===== config.mk =====
export PLATFORM = sky130hd
export DESIGN_NAME = ehte_lane
export DESIGN_NICKNAME = d
export VERILOG_FILES = /design/src/ehte_pkg.sv /design/src/ehte_lane.sv
export SDC_FILE = /design/constraint.sdc
export NUM_CORES = 1
export LEC_CHECK = 0
export BUFFER_PORTS_ARGS = -buffer_cell sky130_fd_sc_hd__buf_2
export CAP_MARGIN = 20
export CORE_AREA = 10 10 47 49
export DETAILED_ROUTE_END_ITERATION = 12
export DIE_AREA = 0 0 57 59
export MAX_ROUTING_LAYER = met4
export PLACE_DENSITY_LB_ADDON = 0.3
export RECOVER_POWER = 100
export SYNTH_ARGS = -nofsm -noshare
export SYNTH_HDL_FRONTEND = slang
export SYNTH_SLANG_ARGS = --single-unit

===== constraint.sdc =====
create_clock -name vclk -period 4.2
set_clock_uncertainty 0.1 [all_clocks]
set_input_delay 1.05 -clock vclk [all_inputs]
set_output_delay 1.05 -clock vclk [all_outputs]
set_load 0.005 [all_outputs]

===== src/ehte_pkg.sv =====
// Shared types and constants for the event hold timer engine.
`default_nettype none

package ehte_pkg;

    localparam int EVT_W   = 5;
    localparam int LIFE_W  = 8;
    localparam int TYPE_W  = 8;
    localparam int PADDR_W = 3;
    localparam int PDATA_W = 32;

    localparam logic REG_INIT_LIFE    = 1'b0;
    localparam logic REG_UNKNOWN_TYPE = 1'b1;

    typedef struct packed {
        logic [5:0]        target_index;
        logic [2:0]        zone_index;
        logic [EVT_W-1:0]  zone_event_bits;
        logic [15:0]       time_delta;
        logic [TYPE_W-1:0] target_type;
        logic              last_zone;
    } item_t;

    typedef struct packed {
        logic [EVT_W-1:0]  held_zone_events;
        logic [EVT_W-1:0]  target_events;
        logic [TYPE_W-1:0] resolved_type;
        logic              target_done;
    } result_t;

    typedef struct packed {
        logic              fire;
        logic              active;
        logic              last;
        logic [EVT_W-1:0]  held;
        logic [TYPE_W-1:0] target_type;
    } merge_ctl_t;

endpackage

`default_nettype wire


===== src/ehte_lane.sv =====
// One event lane: updates a single 8-bit life counter and reports whether the event is held.
`default_nettype none

module ehte_lane (
    input  wire logic                      present,
    input  wire logic [ehte_pkg::LIFE_W-1:0] life,
    input  wire logic [15:0]               delta,
    input  wire logic [ehte_pkg::LIFE_W-1:0] init_life,
    output logic      [ehte_pkg::LIFE_W-1:0] life_new,
    output logic                           held
);

    always_comb
    begin
        held = 1'b0;
        if (present)
        begin
            life_new = init_life;
        end
        else if (16'(life) > delta)
        begin
            life_new = life - delta[ehte_pkg::LIFE_W-1:0];
            held     = 1'b1;
        end
        else
        begin
            life_new = '0;
        end
    end

endmodule

`default_nettype wire


==> metrics.txt <==
sequential cell count 0; final setup margin 111 ps; crit end category primary output; synth unique cells 29; die width 57 µm; die area 0.00336 mm²; Worst setup SP type input port; largest net degree at the start of global routing 10; sequential area share after synthesis 0%; period utilisation layout 97.4%; Routed WL per cell 13.0 µm; CP max FO 9; leakage 0.379 nW; pre-CTS WS 27.5 ps; VDD IR-drop max 0.0594 mV; register area 0 µm²; Overall Global Routing Usage 8.75%; Final setup viols 0; max frequency 245 MHz; first-pass GRT wire length 2590 µm; Initial Util 35.0%; Core Area 0.00140 mm²; diode count 0; Slew headroom 83.0%; Post-Syn Area 490 µm²; DP HPWL 1420 µm; Final GP Congestion 0.816; Worst EP arrival 2940 ps; PwrDens 106 mW/mm²; Final Hold Viols 0; setup TNS 0 ps; Critical path origin life[0]; Die Height 59 µm; Site Rows 14; post-DR vias/cell 5.08; Routed Antenna Nets 0; fin. max-slew vios 0; grt ovf 0; Critical Path RT 3050 ps; status finished, final reports clean; fin crit period 4090 ps; fin nets 150; Syn Area/Cell 7.32 µm²; # IOs 42; syn_nets 109; HP Start init_life[7]; Syn Inst Count 67; antenna violations before repair 0; drt first pass iters 4; unrepaired setup endpoints after global routing no; Post-CTS Setup Bufs 0; WL final 1590 µm; Synth warnings 0; Max-cap violations 0; DR iter-0 viols 7; Worst Setup Path Type input port to primary output; port bufs 42; DRC viols 0; Slew @ Worst Pin 253 ps; Layout area overhead 43.9%; CLK BUF 0; worst min-delay path category input port to primary output; total number of vias 620; layout cell share with drive strength beyond 1 40.6%; number of global-route vias before repair 618
## Yosys cell counts (all sizes together)
cell    number  share of area (%)
inv         10                7.7
ha           8                 20
a22o         6                 11
a21oi        4                5.6
nand2        4                3.1
nor2         4                3.1
o21ai        4                4.1
a211oi       2                3.1
a32o         2                4.1
buf          2                3.3
nand2b       2                2.6
nand4        2                2.6
o21a         2                3.1
or3          2                2.6
xnor2        2                3.6
a21o         1                1.5
a311o        1                2.0
and2         1                1.3
clkbuf       1                1.0
fa           1                4.1
nand3        1                1.0
nor3         1                1.0
nor4         1                2.6
o311a        1                2.0
or4          1                2.3
xor2         1                1.8
## kinds of logic (layout without fill, tap and decap cells)
group	count (synthesis)	in the layout	synth area share, %
buffers and inverters	13	52	12.0
and+or+nand+nor	19	19	21.9
AOI/OAI and AO/OA	23	23	36.2
adders and majority gates	9	9	24.5
xor gates and xnor gates	3	3	5.36
## cell usage in the layout, fill, tap and decap left out, types with 3 or more instances in the layout
cell type  instances
clkbuf_1           4
clkbuf_2           3
ha_1               8
nand2_1            4
buf_2             35
inv_1             10
a22o_1             6
o21ai_0            3
nor2_1             4
## cell type report
class              instances  area (µm²)
multi-input cells         54         443
inverters                 10        37.5
fillers                  157         696
repair buffers            42         205
well taps                 16        20.0
## routing by layer
layer  global-route usage, %  vias up  routed length (µm)
li1                        -      329                   -
met1                    10.7      267                 734
met2                    15.3       24                 739
met3                    1.72        0                 118
met4                       0        0                   0
met5                       -        -                   0
## through the flow
| stage | util (%) | area [µm²] | hold slack [ps] | cells | total power [mW] |
|---|---|---|---|---|---|
| floorplan | - | 490 | 2110 | 67 | 0.0483 |
| global placement | 49.9 | 699 | 2280 | 122 | 0.0741 |
| detailed placement | 49.9 | 699 | 2290 | 122 | 0.0749 |
| CTS | 49.9 | 699 | 2290 | 122 | 0.0753 |
| global route | 50.4 | 706 | 2310 | 122 | 0.0852 |
| finish | 50.4 | 706 | 2290 | 122 | 0.0749 |
## worst paths after layout
| kind | end | cells past startpoint |
|---|---|---|
| setup / recovery | life_new[5] | 11 |
| hold / removal | life_new[7] | 3 |
## repair_timing
item,in CTS,in global routing
endpoints found under the setup margin,0,8
hold buffers,0,0
endpoints found under the hold margin,0,0
gates resized for setup,0,1
## worst max-delay path, stage by stage
cell and delay [ps]:
buf_2 90, inv_1 50, ha_1 160, inv_1 60
fa_1 390, a21o_1 210, a21oi_2 160, nor2_1 70
o311a_4 350, a32o_1 240, clkbuf_2 110
## power breakdown
| part | switching [mW] | internal (mW) | leakage [nW] |
|---|---|---|---|
| combinational | 0.0369 | 0.0381 | 0.379 |
| sequential | 0 | 0 | 0 |
| clock | 0 | 0 | 0 |
(Power assumes the default switching activity.)
