$ cat src/ehte_pkg.sv
// Shared types and constants for the event hold timer engine.
`default_nettype none

package ehte_pkg;

    localparam int EVT_W   = 5;
    localparam int LIFE_W  = 8;
    localparam int TYPE_W  = 8;
    localparam int PADDR_W = 3;
    localparam int PDATA_W = 32;

    localparam logic REG_INIT_LIFE    = 1'b0;
    localparam logic REG_UNKNOWN_TYPE = 1'b1;

    typedef struct packed {
        logic [5:0]        target_index;
        logic [2:0]        zone_index;
        logic [EVT_W-1:0]  zone_event_bits;
        logic [15:0]       time_delta;
        logic [TYPE_W-1:0] target_type;
        logic              last_zone;
    } item_t;

    typedef struct packed {
        logic [EVT_W-1:0]  held_zone_events;
        logic [EVT_W-1:0]  target_events;
        logic [TYPE_W-1:0] resolved_type;
        logic              target_done;
    } result_t;

    typedef struct packed {
        logic              fire;
        logic              active;
        logic              last;
        logic [EVT_W-1:0]  held;
        logic [TYPE_W-1:0] target_type;
    } merge_ctl_t;

endpackage

`default_nettype wire

$ cat src/ehte_merge.sv
// Merging stage: ORs the held zone events per target and resolves the target type.
`default_nettype none

module ehte_merge (
    input  wire logic                           clk,
    input  wire logic                           rst_n,
    input  wire ehte_pkg::merge_ctl_t           ctl,
    input  wire logic [ehte_pkg::TYPE_W-1:0]    unknown_type,
    input  wire logic [ehte_pkg::TYPE_W-1:0]    last_type,
    output ehte_pkg::result_t                   result
);

    logic [ehte_pkg::EVT_W-1:0] acc_reg;
    logic [ehte_pkg::EVT_W-1:0] acc_next;
    logic [ehte_pkg::EVT_W-1:0] acc_all;

    always_comb
    begin
        acc_all  = acc_reg | ctl.held;
        acc_next = acc_reg;
        if (ctl.fire)
        begin
            acc_next = ctl.last ? '0 : acc_all;
        end

        result.held_zone_events = ctl.held;
        result.target_done      = ctl.last;
        result.target_events    = '0;
        result.resolved_type    = '0;
        if (ctl.last)
        begin
            result.target_events = acc_all;
            result.resolved_type = ctl.target_type;
            if (ctl.active && (acc_all != '0) && (ctl.target_type == unknown_type))
            begin
                result.resolved_type = last_type;
            end
        end
    end

    always_ff @(posedge clk or negedge rst_n)
    begin
        if (!rst_n)
        begin
            acc_reg <= '0;
        end
        else
        begin
            acc_reg <= acc_next;
        end
    end

endmodule

`default_nettype wire

$ cat config.mk
export PLATFORM = sky130hd
export DESIGN_NAME = ehte_merge
export DESIGN_NICKNAME = d
export VERILOG_FILES = /design/src/ehte_pkg.sv /design/src/ehte_merge.sv
export SDC_FILE = /design/constraint.sdc
export NUM_CORES = 1
export LEC_CHECK = 0
export BUFFER_PORTS_ARGS = -buffer_cell sky130_fd_sc_hd__buf_2
export CAP_MARGIN = 20
export CORE_MARGIN = 2
export CORE_UTILIZATION = 38
export DETAILED_ROUTE_END_ITERATION = 7
export PLACE_DENSITY = 0.91
export SYNTH_ARGS = -nofsm -noshare
export SYNTH_HDL_FRONTEND = slang
export SYNTH_SLANG_ARGS = --single-unit
$ cat constraint.sdc
create_clock -name clk -period 2.3 [get_ports clk]
set_input_delay 0.115 -clock clk [delete_from_list [all_inputs] [get_ports clk]]
set_output_delay 0.115 -clock clk [all_outputs]
set_load 0.03 [all_outputs]
==> results.py <==
metrics = {
    "global_routing": {
        "grt_first_pass_wirelength_um": 2410,
        "antenna_found_initial": 0,
        "grt_pass1_vias": 623,
        "grt_start_max_net_pins": 28,
        "grt_overflow": 0,
        "grt_usage_pct": 17.0,
    },
    "cells_and_area": {
        "drive_gt1_share_pct": 49.1,
        "design_area_um2": 811,
        "mostFrequentLayoutCells": "buf_2 (52), nand2_1 (17), a21oi_1 (10), xnor2_1 (8), mux2i_1 (8)",
        "nFillCells": 118,
        "num-nets-final": 151,
        "mostFrequentLayoutCell": "buf_2",
        "fin_util_pct": 60.8,
        "syn2layout_area_growth_pct": 45.9,
        "num_antenna_cells": 0,
        "largest_reg_flops": 5,
    },
    "flow_run": {
        "cap_violations": 0,
    },
    "min_path": {
        "hold_path_class": "in -> reg",
        "hold_start": "ctl[15]",
        "hold_depth": 2,
    },
    "drt": {
        "via_per_inst": 5.06,
        "dr.first_iter.drc_count": 8,
        "vias": 663,
        "drt_pass1_iterations": 2,
        "drc": 0,
        "avgRoutedWirePerCell_um": 11.7,
        "wirelength_um": 1530,
        "final_antenna_net_count": 0,
    },
    "cts": {
        "cts_tree": "yes",
        "cts_resized": 0,
        "cts.path.max_buffers": 2,
        "h-tree-depth": 1,
        "cts_sinks": 5,
        "clk_pin_slew_ps": 40,
        "cts_made_buffers": 3,
        "clockRootBuffer": "clkbuf_4",
        "clk_latency_ps": 230,
        "cts_setup_buffers": 0,
    },
    "logic_synthesis": {
        "syn_area_um2": 556,
        "syn-num-nets": 103,
        "synth_area_per_cell_um2": 8.05,
        "ys_seq_area_share_pct": 22.5,
        "yosys_warnings": 0,
        "netlist_instances": 69,
        "ys_types": 12,
        "synth_seq_cells": 5,
    },
    "timing": {
        "hold_violations": 0,
        "fin_crit_ps": 2110,
        "tightestPinTransition_ps": 685,
        "drv_slew": 0,
        "fmax_mhz": 474,
        "setup_ws_ps": 189,
        "rsz0062_at_grt": "no",
        "fin_skew_ps": 0,
        "setup_tns_ps": 0,
        "period_share_pct": 91.8,
        "relSlewSlack_pct": 54.0,
        "setup_viol": 0,
    },
    "placement": {
        "gp_congestion": 0.644,
        "place_area_um2": 774,
        "preCtsSetupSlack_ps": 413,
        "io_buffer_count": 52,
        "hpwl_um": 1240,
    },
    "setup_path": {
        "worstSetupEndpointType": "primary output",
        "r2r_cells": 2,
        "critPathKind": "reg -> out",
        "cp.required_ps": 2180,
        "crit_path_max_fanout": 8,
        "rr_startpoint": "acc_reg[3]$_DFFE_PN0P_",
        "crit_path_start_kind": "flip-flop",
        "critPathArrivalTime_ps": 2000,
        "startpoint": "acc_reg[0]$_DFFE_PN0P_",
    },
    "floorplanning": {
        "die_y_um": 42.2,
        "num_rows": 13,
        "core-area_mm2": 0.00133,
        "initial_core_util_pct": 41.7,
        "ios": 53,
        "die_area_mm2": 0.00178,
        "die_x_um": 42.2,
    },
    "pwr": {
        "leakagePower_uw": 0.000396,
        "p_per_area_mw_per_mm2": 441,
        "peakVddDrop_uv": 304,
    },
    "outcome": {
        "status": "complete, no violations",
    },
}
critical path, cell delays in order (launching register included):
cell	delay [ps]
dfrtp_1	380
or4_1	550
nor4_4	280
nor4_4	150
mux2i_1	170
buf_2	230
logic make-up (layout without fill, tap and decap cells):
kind of cell | Yosys count | in the layout | share of synthesized area (%)
AOI/OAI and AO/OA | 15 | 15 | 15.8
muxes | 8 | 8 | 14.4
and+or+nand+nor | 23 | 23 | 23.9
xor gates and xnor gates | 8 | 8 | 12.6
buffers and inverters | 10 | 57 | 10.8
DFF | 5 | 5 | 22.5
metal layers:
| layer | track usage, % | share of wire [%] |
|---|---|---|
| met3 | 1.72 | 9.1 |
| met4 | 7.50 | 0 |
| met5 | 0 | 0 |
| met1 | 15.7 | 35 |
| met2 | 35.7 | 56 |
synthesized netlist by cell type:
| cell type | instances | area, um^2 |
|---|---|---|
| nand2_1 | 17 | 63.8 |
| a21oi_1 | 10 | 50.1 |
| mux2i_1 | 8 | 80.1 |
| xnor2_1 | 8 | 70.1 |
| buf_4 | 6 | 45.0 |
| dfrtp_1 | 5 | 125 |
| o21a_1 | 5 | 37.5 |
| clkbuf_1 | 4 | 15.0 |
| nor4_4 | 2 | 42.5 |
| or4_1 | 2 | 15.0 |
| nand3_1 | 1 | 5.00 |
| nand4_1 | 1 | 6.26 |
through the flow:
step,cells,power (uW),hold slack [ps]
2_1_floorplan,69,208,-181
3_3_place_gp,126,257,-69.7
3_5_place_dp,126,262,-66.1
4_1_cts,131,364,175
5_1_grt,131,383,207
6_report,131,358,188
power breakdown:
group | switching [uW] | internal [uW]
combinational | 93.6 | 60.8
clock | 30.9 | 65.3
sequential | 8.63 | 98.5
final timing paths:
check,slack [ps],end
worst max-delay path,190,result[7]
min in group asynchronous,240,acc_reg[3]$_DFFE_PN0P_
worst max register to register,1570,acc_reg[3]$_DFFE_PN0P_
worst min-delay path,190,acc_reg[3]$_DFFE_PN0P_
worst min register to register,560,acc_reg[0]$_DFFE_PN0P_
max in group asynchronous,1930,acc_reg[2]$_DFFE_PN0P_
cell type report:
type | instances | area, um^2 | share of cell area (%)
Clock buffer | 4 | 26.3 | 3.24
Tap cell | 15 | 18.8 | 2.31
Multi-Input combinational cell | 54 | 370 | 45.7
Sequential cell | 5 | 125 | 15.4
Timing Repair Buffer | 53 | 270 | 33.3
repair_timing:
item | 4_1_cts | 5_1_grt
hold buffers | 1 | 0
setup endpoints to repair | 0 | 0
endpoints found under the hold margin | 5 | 0
Power figures use the tool's default switching activity.
